--- src/rtl/core/fos_pkg.sv ---
// fos_pkg: shared types, constants and the rule table of the fuzzy obstacle steering unit
// depends on nothing; imported by every module of the block
`default_nettype none
package fos_pkg;

	localparam int DIST_W      = 16;
	localparam int MEMB_W      = 16;
	localparam int NUM_REGS    = 7;
	localparam int REG_IDX_W   = 3;
	localparam int PADDR_W     = 5;
	localparam int PDATA_W     = 32;

	localparam logic [MEMB_W-1:0] MEMB_ONE    = 16'h8000;
	localparam logic [MEMB_W-1:0] MEMB_THRESH = 16'd3;

	// divider shapes
	localparam int SLOPE_Q_W   = 15;
	localparam int AVG_Q_W     = 14;
	localparam int AVG_DEN_W   = 21;
	localparam int AVG_NUM_W   = 35;

	// prep stage, slope divider, four merge stages, averaging divider
	localparam int PIPE_LAT    = 1 + SLOPE_Q_W + 4 + AVG_Q_W;

	// register indexes
	localparam logic [REG_IDX_W-1:0] REG_NEAR_FULL_UNTIL   = 3'd0;
	localparam logic [REG_IDX_W-1:0] REG_NEAR_ZERO_FROM    = 3'd1;
	localparam logic [REG_IDX_W-1:0] REG_MEDIUM_RISE_START = 3'd2;
	localparam logic [REG_IDX_W-1:0] REG_MEDIUM_PEAK_AT    = 3'd3;
	localparam logic [REG_IDX_W-1:0] REG_MEDIUM_FALL_END   = 3'd4;
	localparam logic [REG_IDX_W-1:0] REG_FAR_RISE_START    = 3'd5;
	localparam logic [REG_IDX_W-1:0] REG_FAR_FULL_FROM     = 3'd6;

	// membership kind chosen ahead of the slope divider
	localparam logic [1:0] MODE_ZERO  = 2'd0;
	localparam logic [1:0] MODE_ONE   = 2'd1;
	localparam logic [1:0] MODE_SLOPE = 2'd2;

	typedef logic [MEMB_W-1:0] memb_t;
	typedef memb_t [2:0] memb_set_t;

	typedef struct packed {
		logic [DIST_W-1:0] near_full_until;
		logic [DIST_W-1:0] near_zero_from;
		logic [DIST_W-1:0] medium_rise_start;
		logic [DIST_W-1:0] medium_peak_at;
		logic [DIST_W-1:0] medium_fall_end;
		logic [DIST_W-1:0] far_rise_start;
		logic [DIST_W-1:0] far_full_from;
	} fos_cfg_t;

	typedef struct packed {
		logic [DIST_W-1:0] left_distance;
		logic [DIST_W-1:0] middle_distance;
		logic [DIST_W-1:0] right_distance;
	} fos_in_t;

	typedef struct packed {
		logic signed [14:0] steer_offset;
		logic               no_rule_fired;
	} fos_out_t;

	// steering level per rule, index left*9 + middle*3 + right, in units of 6144
	localparam logic signed [2:0] STEER_LEVEL [27] = '{
		-3'sd2, -3'sd2, -3'sd2,  -3'sd2, -3'sd1, -3'sd1,  -3'sd2, -3'sd1,  3'sd0,
		-3'sd2, -3'sd1, -3'sd1,  -3'sd1,  3'sd0,  3'sd1,  -3'sd1,  3'sd1,  3'sd2,
		-3'sd1,  3'sd0,  3'sd1,   3'sd1,  3'sd0,  3'sd2,   3'sd2,  3'sd2,  3'sd0
	};

endpackage
`default_nettype wire

--- src/rtl/core/fos_pipe_div.sv ---
// fos_pipe_div: pipelined restoring divider, one quotient bit per stage
// depends on fos_pkg for default shapes
`default_nettype none
module fos_pipe_div #(
	parameter int DEN_W  = fos_pkg::MEMB_W,
	parameter int Q_W    = fos_pkg::SLOPE_Q_W,
	parameter int SIDE_W = 2
) (
	input  wire logic              clk,
	input  wire logic              en,
	input  wire logic [DEN_W-1:0]  rem_in,   // upper dividend part, below den_in
	input  wire logic [Q_W-1:0]    low_in,   // dividend bits shifted in msb first
	input  wire logic [DEN_W-1:0]  den_in,
	input  wire logic [SIDE_W-1:0] side_in,
	output logic      [Q_W-1:0]    quo_out,
	output logic      [SIDE_W-1:0] side_out
);
	import fos_pkg::*;

	// low bits and quotient bits share one shift register
	logic [Q_W-1:0]    qs_s   [Q_W];
	logic [SIDE_W-1:0] side_s [Q_W];
	logic [DEN_W-1:0]  rem_s  [Q_W-1];
	logic [DEN_W-1:0]  den_s  [Q_W-1];

	for (genvar k = 0; k < Q_W; k++) begin : g_stage
		logic [DEN_W-1:0]  r_prev;
		logic [DEN_W-1:0]  d_prev;
		logic [Q_W-1:0]    q_prev;
		logic [SIDE_W-1:0] sd_prev;
		logic [DEN_W:0]    trial;
		logic              ge;

		if (k == 0) begin : g_first
			assign r_prev  = rem_in;
			assign d_prev  = den_in;
			assign q_prev  = low_in;
			assign sd_prev = side_in;
		end else begin : g_next
			assign r_prev  = rem_s[k-1];
			assign d_prev  = den_s[k-1];
			assign q_prev  = qs_s[k-1];
			assign sd_prev = side_s[k-1];
		end

		assign trial = {r_prev, q_prev[Q_W-1]};
		assign ge    = trial >= {1'b0, d_prev};

		always_ff @(posedge clk) begin
			if (en) begin
				qs_s[k]   <= {q_prev[Q_W-2:0], ge};
				side_s[k] <= sd_prev;
			end
		end

		if (k < Q_W - 1) begin : g_carry
			always_ff @(posedge clk) begin
				if (en) begin
					rem_s[k] <= ge ? DEN_W'(trial - {1'b0, d_prev}) : trial[DEN_W-1:0];
					den_s[k] <= d_prev;
				end
			end
		end
	end

	assign quo_out  = qs_s[Q_W-1];
	assign side_out = side_s[Q_W-1];

endmodule
`default_nettype wire

--- src/rtl/core/fos_lane.sv ---
// fos_lane: fuzzifies one distance into near, medium and far memberships
// depends on fos_pkg and fos_pipe_div
`default_nettype none
module fos_lane (
	input  wire logic                       clk,
	input  wire logic                       en,
	input  wire fos_pkg::fos_cfg_t          cfg,
	input  wire logic [fos_pkg::DIST_W-1:0] distance,
	output fos_pkg::memb_set_t              memb
);
	import fos_pkg::*;

	logic [1:0]        mode_c [3];
	logic [MEMB_W-1:0] num_c  [3];
	logic [MEMB_W-1:0] den_c  [3];
	logic [1:0]        mode_s1 [3];
	logic [MEMB_W-1:0] num_s1  [3];
	logic [MEMB_W-1:0] den_s1  [3];

	always_comb begin
		for (int m = 0; m < 3; m++) begin
			mode_c[m] = MODE_ZERO;
			num_c[m]  = '0;
			den_c[m]  = '0;
		end
		// near: falling trapezoid
		if (distance <= cfg.near_full_until) begin
			mode_c[0] = MODE_ONE;
		end else if (distance < cfg.near_zero_from) begin
			mode_c[0] = MODE_SLOPE;
			num_c[0]  = cfg.near_zero_from - distance;
			den_c[0]  = cfg.near_zero_from - cfg.near_full_until;
		end
		// medium: triangle, the peak itself is exactly one
		if (distance > cfg.medium_rise_start && distance < cfg.medium_fall_end) begin
			if (distance < cfg.medium_peak_at) begin
				mode_c[1] = MODE_SLOPE;
				num_c[1]  = distance - cfg.medium_rise_start;
				den_c[1]  = cfg.medium_peak_at - cfg.medium_rise_start;
			end else if (distance == cfg.medium_peak_at) begin
				mode_c[1] = MODE_ONE;
			end else begin
				mode_c[1] = MODE_SLOPE;
				num_c[1]  = cfg.medium_fall_end - distance;
				den_c[1]  = cfg.medium_fall_end - cfg.medium_peak_at;
			end
		end
		// far: rising trapezoid
		if (distance > cfg.far_rise_start) begin
			if (distance >= cfg.far_full_from) begin
				mode_c[2] = MODE_ONE;
			end else begin
				mode_c[2] = MODE_SLOPE;
				num_c[2]  = distance - cfg.far_rise_start;
				den_c[2]  = cfg.far_full_from - cfg.far_rise_start;
			end
		end
	end

	for (genvar m = 0; m < 3; m++) begin : g_set
		logic [SLOPE_Q_W-1:0] quo;
		logic [1:0]           mode_out;

		always_ff @(posedge clk) begin
			if (en) begin
				mode_s1[m] <= mode_c[m];
				num_s1[m]  <= num_c[m];
				den_s1[m]  <= den_c[m];
			end
		end

		fos_pipe_div #(
			.DEN_W  (MEMB_W),
			.Q_W    (SLOPE_Q_W),
			.SIDE_W (2)
		) u_div (
			.clk      (clk),
			.en       (en),
			.rem_in   (num_s1[m]),
			.low_in   ('0),
			.den_in   (den_s1[m]),
			.side_in  (mode_s1[m]),
			.quo_out  (quo),
			.side_out (mode_out)
		);

		assign memb[m] = (mode_out == MODE_ONE)   ? MEMB_ONE :
		                 (mode_out == MODE_SLOPE) ? MEMB_W'(quo) : '0;
	end

endmodule
`default_nettype wire

--- config.mk ---
export PLATFORM = sky130hd
export DESIGN_NAME = fos_lane
export DESIGN_NICKNAME = d
export VERILOG_FILES = /design/src/rtl/core/fos_pkg.sv /design/src/rtl/core/fos_pipe_div.sv /design/src/rtl/core/fos_lane.sv
export SDC_FILE = /design/constraint.sdc
export NUM_CORES = 2
export LEC_CHECK = 0
export ABC_AREA = 1
export ABC_CLOCK_PERIOD_IN_PS = 6000
export BUFFER_PORTS_ARGS = -buffer_cell sky130_fd_sc_hd__buf_2
export CAP_MARGIN = 20
export CORE_MARGIN = 1
export CORE_UTILIZATION = 24
export CTS_CLUSTER_SIZE = 40
export DETAILED_ROUTE_END_ITERATION = 6
export SKIP_CTS_REPAIR_TIMING = 1
export SLEW_MARGIN = 20
export SYNTH_ARGS = -nofsm -noshare
export SYNTH_HDL_FRONTEND = slang
export SYNTH_SLANG_ARGS = --single-unit
--- constraint.sdc ---
create_clock -name clk -period 6 [get_ports clk]
set_input_delay 0.6 -clock clk [delete_from_list [all_inputs] [get_ports clk]]
set_output_delay 0.6 -clock clk [all_outputs]
set_load 0.01 [all_outputs]
# --- Yosys cells after proc, flatten, opt, wreduce, memory -nomap -nowiden ---
# Memory sizes are Yosys's and may differ from the RTL's.
# Cells that the tools add are included.
word_totals:
  regBits: 0
  latchBits: 0
  mem_bits_rw: 2211
  romBits: 0
  inputBits: 130
  out_inout_bits: 48
  wordCells: 196
  n_memories: 15
mem_list:
  columns: ["name", "words", "width", "read_ports", "rd_clocked_by_memory_dff", "wr", "line_no", "rtl"]
  rows:
  - ["g_set[0].u_div.qs_s", 15, 15, 15, 0, 15, "fos_pipe_div.sv:21", "logic [Q_W-1:0] qs_s [Q_W];"]
  - ["g_set[1].u_div.qs_s", 15, 15, 15, 0, 15, "fos_pipe_div.sv:21", null]
  - ["g_set[2].u_div.qs_s", 15, 15, 15, 0, 15, "fos_pipe_div.sv:21", null]
  - ["g_set[0].u_div.den_s", 14, 16, 14, 0, 14, "fos_pipe_div.sv:24", "logic [DEN_W-1:0] den_s [Q_W-1];"]
  - ["g_set[0].u_div.rem_s", 14, 16, 14, 0, 14, "fos_pipe_div.sv:23", "logic [DEN_W-1:0] rem_s [Q_W-1];"]
  - ["g_set[1].u_div.den_s", 14, 16, 14, 0, 14, "fos_pipe_div.sv:24", null]
  - ["+9 memories", null, null, null, null, null, null, null]
op_classes:
  addsub: 50
  n_mul: 0
  div_mod_pow: 0
  order_cmp: 52
  eq_ne: 7
  shift: 0
  n_mux: 71
  bitwise: 0
  n_reduce_logical: 1
ops:
  columns: ["operator", "n"]
  rows:
  - ["$mux 16", 59]
  - ["$sub 16x16->16", 50]
  - ["$ge 17x16->1", 45]
  - ["$lt 16x16->1", 3]
  - ["$mux 15", 3]
  - ["$gt 16x16->1", 2]
  - ["$eq 16x16->1", 1]
  - ["$ge 16x16->1", 1]
  - ["$le 16x16->1", 1]
  - ["$mux 2", 7]
  - ["$eq 2x1->1 const B", 3]
  - ["$eq 2x2->1 const B", 3]
  - ["$mux 1", 2]
  - ["$logic_and 1x1->1", 1]

# --- Longest topological paths before layout ---
depth:
  ltp_word: 4
  depth_mapped: 15

# --- By module ---
# Synthesis repeated with hierarchy kept, for this count alone.
hier_totals:
  hier_cells: 15958
  hier_area_um2: 134969.4
by_module_without_submodules:
  columns: ["module", "n_inst", "cells_per_inst", "area_per_inst_um2", "seq_area_each_um2"]
  rows:
  - ["fos_pipe_div (g_set[1].u_div)", 1, 4659, 40751.6, 21110.2]
  - ["fos_pipe_div (g_set[2].u_div)", 1, 4684, 40641.5, 21110.2]
  - ["fos_pipe_div (g_set[0].u_div)", 1, 4620, 40425.0, 21110.2]
  - ["fos_lane", 1, 1995, 13151.4, 3062.9]

# --- Worst setup path before layout ---
# Ideal clock, no wire load.
synth_timing:
  kind: "input-to-reg"
  start: "input port distance[0] (netlist name)"
  end: "memory den_s1[1][11], in the netlist den_s1[0][27] (data pin)"
  setup_time_ps: 255
  arrival_time_ps: 2167
  required_time_ps: 5745
  slack_ps: 3578
  path_stages: 13
  cell_sequence: "inv_1 ha_1 inv_1 fa_1 nand3_1 nand3_1 nand3_1 nand3_1 nand2_1 nand2_1 nand3_4 buf_6 a21oi_2"
synth_rtl:
  columns: ["item", "line_no", "rtl"]
  rows:
  - ["from (decl)", "fos_lane.sv:8", "input wire logic [fos_pkg::DIST_W-1:0] distance,"]
  - ["to (decl)", "fos_lane.sv:18", "logic [MEMB_W-1:0] den_s1 [3];"]

==> results.md <==
- TNS Setup: 0 ps
- Seq pwr share: roughly 36%
- Global route total overflow: 0
- Sw Ratio: between 30% and 40%
- Max Clock Freq: 0.2999 GHz
- # diodes: 0
- Post-synth top area share: about half
- DRT antenna net count: 0
- Die Span Y: a little under 700 um
- Clock sinks: 1,896
- HP Class: in -> reg
- Port Buf Inserts: roughly 180
- Period utilisation layout: a little under three fifths
- CTS tree: built
- Post-DP HPWL: 196,200 um
- Unrepaired setup endpoints after global routing: false
- Clk root buf: clkbuf_16
- Final setup violating endpoints: 0
- Synth area leaders: edfxtp_1 (51%), nand2_1 (12%), ha_1 (9.9%)
- Final wirelength: between 200,000 and 300,000 um
- Post-route DRC: 10
- Final-report hold violation count: 0
- Seq/Total Area, Yosys: about half
- Synth unique cells: 49
- Area grow syn2layout: 13.01%
- RePlAce Congestion: a little over 0.9
- Clock latency on the worst-skew pair: 890 ps
- Die Wd: 686.5 um
- Post-layout utilization of the core: between 20 and 30%
- Fill cells: a little under 50,000
- Psw: about 22 mW
- Via Count: about 80,000
- Worst clock skew: roughly 55 ps
- Final #Nets: 13,650
- Max_cap viols: 0
- Largest net degree at the start of global routing: ~190
- VDD IR max: about 0.28 mV
- Synth Instances: about 12,000
- Worst Path Max Fanout: 15
- Leak: ~57 nW
- Overall Power: 56.91 mW
- Final Max Slew Viols: 0
- Worst Tran Pin Value: ~1000 ps
- Kind of critical path: reg -> out
- #FFs+latches synth: about 1,900
- Drt wl/cell: between 10 and 15 um
- Cell taking the most area after synthesis: edfxtp_1
- Status: complete, but fails checks
- First-pass iteration count of the detailed router: 7
- Mean post-synth cell area: 9.168 sq um
- Fin Hold WS: 230.4 ps
- Pint: 34.67 mW
- GRT Total Usage: a little over a tenth
- H-Tree Depth: 4
- First-iteration detailed-routing DRC count: about 4,400
- Clock power share: about a fifth
- First-pass GRT wire length: between 400,000 and 500,000 um
- Initial core utilization: 24.08%
- Yosys warnings: 0
- Die Area: around 470,000 sq um
- Crit path DAT: roughly 2700 ps
- Clock Path Buffers: 4
- Design area: approximately 130,000 sq um
- CP Capture Type: output port
- Initial antenna violation count: 3
- DP Area: roughly 120,000 sq um
- Slew HR: around 33%
- PwrDens: about 450 nW/um^2
- Vias in the first global route: just under 80,000
- Setup slack, reg-to-reg: between 3000 and 4000 ps
- Logic pwr share: between 40 and 50%
- Via-per-instance ratio: about 4.2
- Share of cells above drive strength 1: roughly 6.1%
- Final min period: ~3300 ps
- Syn Nets: ~13,000
- Worst-path clk slew: about 60 ps
- Startpoint types: register
- Core Box Area: roughly 470,000 sq um
- Failing checks: DRC
- Critical path required time: 5400 ps
- CTS Buf Count: between 200 and 250
- Mapped cell area: between 100,000 and 150,000 sq um
- Std-Cell Rows: 251
- Number of I/O pins: around 180
==> worst max-delay path, stage by stage (launching register included) <==
cell and delay (ps):
edfxtp_1 360, inv_1 70, nand2_1 550, nor2_1 640, buf_2 230
==> power groups by stage <==
stage / clock [mW] / sequential [mW] / combinational, mW
CTS: 12.6 / 20.8 / 24.1
detailed placement: 0 / 21.0 / 24.0
finish: 12.1 / 20.7 / 24.1
global placement: 0 / 21.0 / 23.7
floorplan: 0 / 20.3 / 19.0
global route: 13.0 / 21.1 / 27.7
==> registers in the layout, indices dropped and copies added (netlist names) <==
register and count:
g_set.u_div.den_s 672, g_set.u_div.rem_s 672, g_set.u_div.qs_s 360, g_set.u_div.side_s 90, den_s1 48, num_s1 48, mode_s1 6
==> layer usage <==
layer / wire length, um / vias up / GRT usage (%) / share of wire, %
met5: 0 / - / 0 / 0
met4: 8956 / 0 / 3.547 / 3.6
met3: 9297 / 476 / 1.431 / 3.7
met2: 115400 / 1378 / 17.83 / 46
met1: 118500 / 36360 / 13.51 / 47
li1: - / 41530 / - / -
==> cells in the mapped netlist (all sizes together) <==
master      n
xor2      353
fa         50
a21oi     862
a21o       81
a31oi       4
a211oi      3
nand2    3632
o21a       46
and2       56
o21bai     51
inv      1769
nor3b       3
nor4        2
buf       121
edfxtp   1896
nand3b     64
o31ai       4
o2111ai     1
and3        1
or2        23
nand3     871
clkbuf      3
xnor2     114
o21ai     368
o211ai      4
nor2      782
ha        889
nor3      130
nand4      83
==> cells in the final DEF (no fill, tap or decap), drive strengths merged, types with 81 or more instances in the layout <==
master and count:
nor3 130, a21oi 862, xnor2 114, inv 1772, buf 221, xor2 353, edfxtp 1896, nand2 3632
nor2 782, o21ai 368, a21o 81, ha 889, nand4 83, clkbuf 261, nand3 871, clkinv 93
==> final cells by class <==
type	count	area, sq um	share of cell area [%]
clock buffers	261	5510	4.336
clock inverters	117	880.8	0.6931
inverters	1769	6695	5.269
multi-input cells	8477	47950	37.73
flip-flops and latches	1896	56930	44.80
well taps	6198	7755	6.102
repair buffers	221	1356	1.067
==> kinds of logic after synthesis <==
group	count (synthesis)	share of synthesized area, %
AND/OR/NAND/NOR	5647	21.28
flip-flops	1896	50.63
adder cells (fa/ha/maj)	939	10.78
AO/OA/AOI/OAI	1424	6.934
buffers and inverters	1893	6.732
XOR/XNOR	467	3.637
==> stage by stage <==
| stage | setup slack (ps) | instances |
|---|---|---|
| 2_1_floorplan | 3578 | 12270 |
| 5_1_grt | 2439 | 18940 |
| 6_report | 2665 | 18940 |
| 3_5_place_dp | 2703 | 18560 |
| 3_3_place_gp | 2729 | 18560 |
| 4_1_cts | 2451 | 18940 |
==> path summary, 6_finish.rpt <==
kind | start | cells past startpoint | endpoint
min reg2reg | g_set[2].u_div.qs_s[1][35] | 0 | g_set[2].u_div.qs_s[1][51]
min | en | 1 | g_set[2].u_div.qs_s[3][36]
max reg2reg | g_set[2].u_div.den_s[0][88] | 12 | g_set[2].u_div.rem_s[0][109]
max | g_set[1].u_div.side_s[1][12] | 4 | memb[21]
No activity file was read; power rests on OpenSTA's default activity.
