[config.mk]
export PLATFORM = sky130hd
export DESIGN_NAME = fos_merge
export DESIGN_NICKNAME = d
export VERILOG_FILES = /design/src/rtl/core/fos_pkg.sv /design/src/rtl/core/fos_pipe_div.sv /design/src/rtl/core/fos_merge.sv
export SDC_FILE = /design/constraint.sdc
export NUM_CORES = 2
export LEC_CHECK = 0
export CAP_MARGIN = 20
export CELL_PAD_IN_SITES_DETAIL_PLACEMENT = 1
export CELL_PAD_IN_SITES_GLOBAL_PLACEMENT = 1
export CORE_ASPECT_RATIO = 1.2
export CORE_MARGIN = 5
export CORE_UTILIZATION = 30
export DETAILED_ROUTE_END_ITERATION = 6
export DONT_BUFFER_PORTS = 1
export PLACE_DENSITY = 0.55
export SLEW_MARGIN = 40
export SYNTH_ARGS = -nofsm -noshare
export SYNTH_HDL_FRONTEND = slang
export SYNTH_SLANG_ARGS = --single-unit
[constraint.sdc]
create_clock -name clk -period 6 [get_ports clk]
set_input_delay 0.6 -clock clk [delete_from_list [all_inputs] [get_ports clk]]
set_output_delay 0.6 -clock clk [all_outputs]
set_load 0.05 [all_outputs]
[src/rtl/core/fos_pkg.sv]
// fos_pkg: shared types, constants and the rule table of the fuzzy obstacle steering unit
// depends on nothing; imported by every module of the block
`default_nettype none
package fos_pkg;

	localparam int DIST_W      = 16;
	localparam int MEMB_W      = 16;
	localparam int NUM_REGS    = 7;
	localparam int REG_IDX_W   = 3;
	localparam int PADDR_W     = 5;
	localparam int PDATA_W     = 32;

	localparam logic [MEMB_W-1:0] MEMB_ONE    = 16'h8000;
	localparam logic [MEMB_W-1:0] MEMB_THRESH = 16'd3;

	// divider shapes
	localparam int SLOPE_Q_W   = 15;
	localparam int AVG_Q_W     = 14;
	localparam int AVG_DEN_W   = 21;
	localparam int AVG_NUM_W   = 35;

	// prep stage, slope divider, four merge stages, averaging divider
	localparam int PIPE_LAT    = 1 + SLOPE_Q_W + 4 + AVG_Q_W;

	// register indexes
	localparam logic [REG_IDX_W-1:0] REG_NEAR_FULL_UNTIL   = 3'd0;
	localparam logic [REG_IDX_W-1:0] REG_NEAR_ZERO_FROM    = 3'd1;
	localparam logic [REG_IDX_W-1:0] REG_MEDIUM_RISE_START = 3'd2;
	localparam logic [REG_IDX_W-1:0] REG_MEDIUM_PEAK_AT    = 3'd3;
	localparam logic [REG_IDX_W-1:0] REG_MEDIUM_FALL_END   = 3'd4;
	localparam logic [REG_IDX_W-1:0] REG_FAR_RISE_START    = 3'd5;
	localparam logic [REG_IDX_W-1:0] REG_FAR_FULL_FROM     = 3'd6;

	// membership kind chosen ahead of the slope divider
	localparam logic [1:0] MODE_ZERO  = 2'd0;
	localparam logic [1:0] MODE_ONE   = 2'd1;
	localparam logic [1:0] MODE_SLOPE = 2'd2;

	typedef logic [MEMB_W-1:0] memb_t;
	typedef memb_t [2:0] memb_set_t;

	typedef struct packed {
		logic [DIST_W-1:0] near_full_until;
		logic [DIST_W-1:0] near_zero_from;
		logic [DIST_W-1:0] medium_rise_start;
		logic [DIST_W-1:0] medium_peak_at;
		logic [DIST_W-1:0] medium_fall_end;
		logic [DIST_W-1:0] far_rise_start;
		logic [DIST_W-1:0] far_full_from;
	} fos_cfg_t;

	typedef struct packed {
		logic [DIST_W-1:0] left_distance;
		logic [DIST_W-1:0] middle_distance;
		logic [DIST_W-1:0] right_distance;
	} fos_in_t;

	typedef struct packed {
		logic signed [14:0] steer_offset;
		logic               no_rule_fired;
	} fos_out_t;

	// steering level per rule, index left*9 + middle*3 + right, in units of 6144
	localparam logic signed [2:0] STEER_LEVEL [27] = '{
		-3'sd2, -3'sd2, -3'sd2,  -3'sd2, -3'sd1, -3'sd1,  -3'sd2, -3'sd1,  3'sd0,
		-3'sd2, -3'sd1, -3'sd1,  -3'sd1,  3'sd0,  3'sd1,  -3'sd1,  3'sd1,  3'sd2,
		-3'sd1,  3'sd0,  3'sd1,   3'sd1,  3'sd0,  3'sd2,   3'sd2,  3'sd2,  3'sd0
	};

endpackage
`default_nettype wire

[src/rtl/core/fos_pipe_div.sv]
// fos_pipe_div: pipelined restoring divider, one quotient bit per stage
// depends on fos_pkg for default shapes
`default_nettype none
module fos_pipe_div #(
	parameter int DEN_W  = fos_pkg::MEMB_W,
	parameter int Q_W    = fos_pkg::SLOPE_Q_W,
	parameter int SIDE_W = 2
) (
	input  wire logic              clk,
	input  wire logic              en,
	input  wire logic [DEN_W-1:0]  rem_in,   // upper dividend part, below den_in
	input  wire logic [Q_W-1:0]    low_in,   // dividend bits shifted in msb first
	input  wire logic [DEN_W-1:0]  den_in,
	input  wire logic [SIDE_W-1:0] side_in,
	output logic      [Q_W-1:0]    quo_out,
	output logic      [SIDE_W-1:0] side_out
);
	import fos_pkg::*;

	// low bits and quotient bits share one shift register
	logic [Q_W-1:0]    qs_s   [Q_W];
	logic [SIDE_W-1:0] side_s [Q_W];
	logic [DEN_W-1:0]  rem_s  [Q_W-1];
	logic [DEN_W-1:0]  den_s  [Q_W-1];

	for (genvar k = 0; k < Q_W; k++) begin : g_stage
		logic [DEN_W-1:0]  r_prev;
		logic [DEN_W-1:0]  d_prev;
		logic [Q_W-1:0]    q_prev;
		logic [SIDE_W-1:0] sd_prev;
		logic [DEN_W:0]    trial;
		logic              ge;

		if (k == 0) begin : g_first
			assign r_prev  = rem_in;
			assign d_prev  = den_in;
			assign q_prev  = low_in;
			assign sd_prev = side_in;
		end else begin : g_next
			assign r_prev  = rem_s[k-1];
			assign d_prev  = den_s[k-1];
			assign q_prev  = qs_s[k-1];
			assign sd_prev = side_s[k-1];
		end

		assign trial = {r_prev, q_prev[Q_W-1]};
		assign ge    = trial >= {1'b0, d_prev};

		always_ff @(posedge clk) begin
			if (en) begin
				qs_s[k]   <= {q_prev[Q_W-2:0], ge};
				side_s[k] <= sd_prev;
			end
		end

		if (k < Q_W - 1) begin : g_carry
			always_ff @(posedge clk) begin
				if (en) begin
					rem_s[k] <= ge ? DEN_W'(trial - {1'b0, d_prev}) : trial[DEN_W-1:0];
					den_s[k] <= d_prev;
				end
			end
		end
	end

	assign quo_out  = qs_s[Q_W-1];
	assign side_out = side_s[Q_W-1];

endmodule
`default_nettype wire

[src/rtl/core/fos_merge.sv]
// fos_merge: min inference over 27 rules, weighted sums and rounded average
// depends on fos_pkg and fos_pipe_div
`default_nettype none
module fos_merge (
	input  wire logic               clk,
	input  wire logic               en,
	input  wire fos_pkg::memb_set_t ml,
	input  wire fos_pkg::memb_set_t mm,
	input  wire fos_pkg::memb_set_t mr,
	output fos_pkg::fos_out_t       result
);
	import fos_pkg::*;

	logic [MEMB_W-1:0]        strength_c  [27];
	logic [MEMB_W-1:0]        strength_s1 [27];
	logic signed [20:0]       lsum_c  [3];
	logic [18:0]              dsum_c  [3];
	logic signed [20:0]       lsum_s2 [3];
	logic [18:0]              dsum_s2 [3];
	logic signed [22:0]       lsum_s3;
	logic [19:0]              dsum_s3;
	logic [21:0]              mag;
	logic [AVG_NUM_W-1:0]     num_s4;
	logic [AVG_DEN_W-1:0]     den_s4;
	logic                     neg_s4;
	logic                     none_s4;
	logic [AVG_Q_W-1:0]       quo;
	logic [1:0]               side_out;

	// rule strengths, a membership at threshold or below kills the rule
	always_comb begin
		logic [MEMB_W-1:0] s;
		for (int i = 0; i < 3; i++) begin
			for (int j = 0; j < 3; j++) begin
				for (int k = 0; k < 3; k++) begin
					s = ml[i];
					if (mm[j] < s) s = mm[j];
					if (mr[k] < s) s = mr[k];
					if (ml[i] <= MEMB_THRESH || mm[j] <= MEMB_THRESH ||
					    mr[k] <= MEMB_THRESH)
						s = '0;
					strength_c[i*9 + j*3 + k] = s;
				end
			end
		end
	end

	always_ff @(posedge clk) begin
		if (en) strength_s1 <= strength_c;
	end

	// partial sums per left set
	always_comb begin
		logic signed [17:0] sx;
		logic signed [17:0] lx;
		for (int i = 0; i < 3; i++) begin
			lsum_c[i] = '0;
			dsum_c[i] = '0;
			for (int n = 0; n < 9; n++) begin
				sx = {2'b00, strength_s1[i*9 + n]};
				lx = {{15{STEER_LEVEL[i*9 + n][2]}}, STEER_LEVEL[i*9 + n]};
				lsum_c[i] = lsum_c[i] + 21'(sx * lx);
				dsum_c[i] = dsum_c[i] + 19'(strength_s1[i*9 + n]);
			end
		end
	end

	always_ff @(posedge clk) begin
		if (en) begin
			lsum_s2 <= lsum_c;
			dsum_s2 <= dsum_c;
			lsum_s3 <= 23'(lsum_s2[0]) + 23'(lsum_s2[1]) + 23'(lsum_s2[2]);
			dsum_s3 <= 20'(dsum_s2[0]) + 20'(dsum_s2[1]) + 20'(dsum_s2[2]);
		end
	end

	// dividend 2*6144*|sum| + den, divisor 2*den: round half away from zero
	assign mag = lsum_s3[22] ? 22'(-lsum_s3) : lsum_s3[21:0];

	always_ff @(posedge clk) begin
		if (en) begin
			num_s4  <= (AVG_NUM_W'(mag) << 13) + (AVG_NUM_W'(mag) << 12) +
			           AVG_NUM_W'(dsum_s3);
			den_s4  <= {dsum_s3, 1'b0};
			neg_s4  <= lsum_s3[22];
			none_s4 <= dsum_s3 <= 20'(MEMB_THRESH);
		end
	end

	fos_pipe_div #(
		.DEN_W  (AVG_DEN_W),
		.Q_W    (AVG_Q_W),
		.SIDE_W (2)
	) u_div (
		.clk      (clk),
		.en       (en),
		.rem_in   (num_s4[AVG_NUM_W-1:AVG_Q_W]),
		.low_in   (num_s4[AVG_Q_W-1:0]),
		.den_in   (den_s4),
		.side_in  ({neg_s4, none_s4}),
		.quo_out  (quo),
		.side_out (side_out)
	);

	always_comb begin
		result.no_rule_fired = side_out[0];
		if (side_out[0])
			result.steer_offset = '0;
		else if (side_out[1])
			result.steer_offset = -$signed({1'b0, quo});
		else
			result.steer_offset = $signed({1'b0, quo});
	end

endmodule
`default_nettype wire

== Word level (Yosys, flattened, before mapping) ==
Memory sizes are Yosys's and may differ from the RTL's.
Index checks and enable logic that the tools add are counted.
Storage, ports and cells
  bits in registers: 652
  bits in writable memories: 770
  bits of input ports: 146
  output and inout bits: 16
  word-level logic and storage cells: 271
  memories kept: 4
Operators by class
  $add $sub $neg: 78
  order comparisons: 60
  mux-type cells: 54
  reduce and logical (&&, ||, !) cells: 36
Memory list
  u_div.den_s: words 13, bits a word 21, read ports 13, clocked after memory_dff 0, wr ports 13, RTL line fos_pipe_div.sv:24  | logic [DEN_W-1:0] den_s [Q_W-1];
  u_div.rem_s: words 13, bits a word 21, read ports 13, clocked after memory_dff 0, wr ports 13, RTL line fos_pipe_div.sv:23  | logic [DEN_W-1:0] rem_s [Q_W-1];
  u_div.qs_s: words 14, bits a word 14, read ports 14, clocked after memory_dff 0, wr ports 14, RTL line fos_pipe_div.sv:21  | logic [Q_W-1:0] qs_s [Q_W];
  u_div.side_s: words 14, bits a word 2, read ports 14, clocked after memory_dff 0, wr ports 14, RTL line fos_pipe_div.sv:22  | logic [SIDE_W-1:0] side_s [Q_W];
Operator list (number)
  $lt 16x16->1: 36
  $mux 16: 36
  $ge 22x21->1: 14
  $add 19x16->19: 15
  $mux 21: 13
  $sub 21x21->21: 13
  $add 21x21->21: 11
  $neg 16->21: 8
  $le 16x2->1 const B: 9
  $neg 16->20: 6
  $add 21x17->21: 4
  $add 21x18->21: 4
  $add 18x16->19: 3
  $add 17x16->18: 3
  $add 16x16->17: 3
  $logic_or 1x1->1: 36
  $add 35x20->35: 1
  $add 35x34->35: 1
  $mux 15: 2
  $add 22x21->23: 1
  $add 21x21->22: 1
  $mux 22: 1
  $neg 22->22: 1
  $add 19x19->20: 1
  other kinds (4): 5

== Longest topological paths before layout ==
  depth in word-level cells: 8
  depth in mapped cells: 23
  mapped depth without buffers: 22

== Modules after synthesis ==
A second synthesis with hierarchy kept.
Unflattened totals
  cell total of the unflattened synthesis: 9473
  area total of the unflattened synthesis: 104941.9 um^2
By module, submodules not included
  fos_merge: instances 1, cells each 6119, area an instance 64689.5 um^2, seq. area each 19218.4 um^2
  fos_pipe_div: instances 1, cells each 3354, area an instance 40252.4 um^2, seq. area each 23122.2 um^2

== Least setup slack after synthesis ==
OpenSTA, ideal clock, no wires.
  path type: reg-to-reg
  start point: register strength_s1[421] in the netlist's numbering
  end point: register lsum_s2[62] in the netlist's numbering, data pin
  setup time: 0.268 ns
  arrival: 5.506 ns
  required time: 5.732 ns
  slack: 0.227 ns
  cell stages (with the launch flop): 22
  buffers on the path: 0
  clock period less this slack: 5.773 ns
  cells stage by stage: edfxtp_1 > or4_1 > nor3_1 > nand2_1 > or2_2 > nor4_1 > xor2_1 > fa_1 > fa_1 > inv_1 > fa_1 > inv_1 > fa_1 > inv_1 > ha_1 > or2_2 > a21oi_1 > o21ba_2 > nand4_1 > nand3_1 > o41ai_1 > xnor2_1
RTL lines
  start: declaration: RTL line fos_merge.sv:15  | logic [MEMB_W-1:0] strength_s1 [27];
  start signal: assignment: RTL line fos_merge.sv:49  | if (en) strength_s1 <= strength_c;
  end signal: assignment: RTL line fos_merge.sv:70  | lsum_s2 <= lsum_c;
  end: declaration: RTL line fos_merge.sv:18  | logic signed [20:0] lsum_s2 [3];

==> metrics.txt <==
remaining routing DRC violations=0; Crit Path Class=reg -> reg; via count=74290; Met3 Wirelength=18360 um; Avg Synthesized Cell Area=around 11 um^2; clock sinks=1296; commonest non-fill, non-tap cells in the layout=edfxtp_1, inv_1, ha_1, nor2_1, fa_1; ANT nets after route=0; Yosys cell types=86; Worst Setup Slack, final=0.1840 ns; FF+latch area=0.03892 mm^2; Syn Inst Count=9254; number of top-level pins=162; Total Routed Length=~380000 um; Reg2Reg Depth=18; Final period util=96.93%; Slew Limit Fails=0; Most used DFF post-synth=edfxtp_1; IO Port Bufs=0; post-synth top area share=38.34%; worst hold path type=in -> reg; initial antenna violation count=16; fmax=~170 MHz; worst hold margin=a little under 0.06 ns; 1st-iter DRT viols=5120; Avg WL per Cell=27.22 um; CP max FO=4; FF-to-FF setup slack=around 0.18 ns; Worst Skew=~0.069 ns; vias per inst=5.260; largest net degree at the start of global routing=120; Clock Tree Root=clkbuf_16; DR top layer=met5; outcome=finished, final reports clean; metal2 WL=186700 um; Worst EP required=around 6.5 ns; Crit. End Element=flip-flop; max_slew headroom=a little over a third; hold-critical path depth=2; met1 wire length=151500 um; share of cells above drive strength 1=9.013%; # H-tree levels=4; nets=11360; Area Growth Syn to Fin=12.90%; Starting Density=a little under a third; Worst Max-Slew Pin Slew=0.9574 ns; pre-CTS setup slack=-0.1497 ns; Final TNS setup=0 ns; CTS buffer count=156; Seq cells post-synth=1296; 1st-pass router iterations=6; post-synth net total=11100; Worst Hold End=strength_s1[303]$_SDFFCE_PP0P_; Mapped Area=0.1015 mm^2; Multi-input gate area=approximately 0.058 mm^2; Critical R2R Launch=strength_s1[419]$_SDFFCE_PP0P_; die width=541.0 um; reg2reg end=lsum_s2[61]$_DFFE_PP_; Final Hold Violating Endpoints=0; Final HPWL DP=approximately 300000 um; YS warnings=0; Longest Clk Path Bufs=4; RSZ-0062 raised after global routing=true; Rows=234; cell taking the most area after synthesis=edfxtp_1; register area share after synthesis=38.34%; final critical-path required period=5.816 ns; vias in the first global route=80450; max capacitance violation total=0; first-pass GRT wire length=between 500000 and 600000 um; core area=0.3379 mm^2; Hold Startpoint=mr[47]; grt total ovfl=0; Die Y=647.2 um; fill count=37370; fin util=between 30% and 40%; Post-synth ARST share=0%; Clock Latency Late Sink=roughly 0.84 ns; WP data arrival=6.36 ns; Final Setup Violations=0; clk slew on worst S/H paths=around 0.070 ns; die area=0.3501 mm^2; total track usage=a little over a fifth; most common cell after layout, fill and taps aside=edfxtp_1; EDFF count, synth=roughly 1300; gpl congestion=just over 0.9; CTS tree=yes; Worst Setup Start Kind=flip-flop; dominant cells by area after synthesis=edfxtp_1, ha_1, fa_1
==> final cells by class <==
cell class              instances  share of cell area [%]
diodes                         10                 0.02184
clock buffers                 183                   3.550
clock inverters                85                  0.6441
inverters                    1129                   3.698
multi-input cells            6587                   50.37
flip-flops and latches       1296                   33.96
well taps                    4484                   4.895
repair buffers                350                   2.867
==> worst max path at each step <==
stage               depth (start not counted)                     to                            from  slack, ns
finish                                     18  lsum_s2[61]$_DFFE_PP_  strength_s1[419]$_SDFFCE_PP0P_       0.18
global route                               19  lsum_s2[61]$_DFFE_PP_  strength_s1[418]$_SDFFCE_PP0P_      -0.04
CTS                                        19  lsum_s2[61]$_DFFE_PP_  strength_s1[421]$_SDFFCE_PP0P_     0.0003
detailed placement                         21  lsum_s2[62]$_DFFE_PP_  strength_s1[421]$_SDFFCE_PP0P_      -0.15
global placement                           21  lsum_s2[61]$_DFFE_PP_  strength_s1[421]$_SDFFCE_PP0P_      -0.19
floorplan                                  21  lsum_s2[62]$_DFFE_PP_  strength_s1[421]$_SDFFCE_PP0P_       0.23
==> stage by stage <==
step,cells,area [um^2]
2_1_floorplan,9254,101500
3_5_place_dp,13790,109000
3_3_place_gp,13780,108600
6_report,14120,114600
5_1_grt,14120,114600
4_1_cts,14110,114300
==> synth_stat cells (31+ instances only) <==
master    number
nand4_1      144
ha_1        1044
nor4_1        66
nand2b_1      72
o31ai_1       31
a21o_1       298
fa_1         652
edfxtp_1    1296
or2_2         31
mux2i_1      237
a211o_1       35
xnor2_1      301
nor3_1       246
inv_1       1128
o21a_1       101
and3_1        74
nand2_1      377
xor2_1       139
mux2_2       222
nor2b_1       63
nor2_1       672
clkbuf_1     190
o211ai_1      36
a31oi_1       34
or3_1         87
o21ai_0      354
nand3_1      244
a32oi_1       32
a211oi_1     165
a21oi_1      463
==> state kept, by name, indices dropped and copies added (netlist names), 28 cells and up <==
register	flops
dsum_s2	57
lsum_s2	63
num_s4	35
strength_s1	432
u_div.den_s	160
u_div.qs_s	195
u_div.rem_s	273
u_div.side_s	28
==> per-layer routing <==
| metal | vias to the layer above | GRT usage, % |
|---|---|---|
| met5 | - | 0.09569 |
| met4 | 10 | 12.61 |
| met3 | 851 | 3.206 |
| met2 | 1991 | 37.63 |
| met1 | 37670 | 24.91 |
| li1 | 33770 | - |
==> what timing repair did <==
item	4_1_cts	5_1_grt
setup endpoints to repair	2	7
endpoints found under the hold margin	86	0
hold buffers	50	0
resized for setup	4	38
pin swaps	0	16
buffers inserted	0	3
==> cell families (layout without fill, tap and decap cells) <==
group                      after synthesis  count (layout)  synth area share [%]
other                                    0              10                     0
DFF                                   1296            1296                 38.34
AOI/OAI and AO/OA                     1818            1818                 11.84
buffers and inverters                 1371            1747                 5.179
muxes                                  459             459                 4.800
adders and majority gates             1696            1696                 25.73
xor gates and xnor gates               440             440                 3.796
and+or+nand+nor                       2174            2174                 10.32
==> critical path, stage by stage, from the launching register on <==
cell	delay, ns
edfxtp_1	0.39
or4_4	0.58
nor2_2	0.15
xor2_2	0.17
fa_1	0.43
fa_1	0.49
inv_1	0.05
fa_1	0.53
inv_1	0.06
fa_1	0.53
inv_1	0.04
ha_1	0.23
or4_1	0.49
o211a_4	0.27
a41o_1	0.25
o211a_1	0.25
a41o_1	0.27
o41ai_2	0.24
xnor2_1	0.11
Power is left out: the tool's default activity adds up to more than one toggle a clock period on the data nets, which glitch-free logic cannot reach.
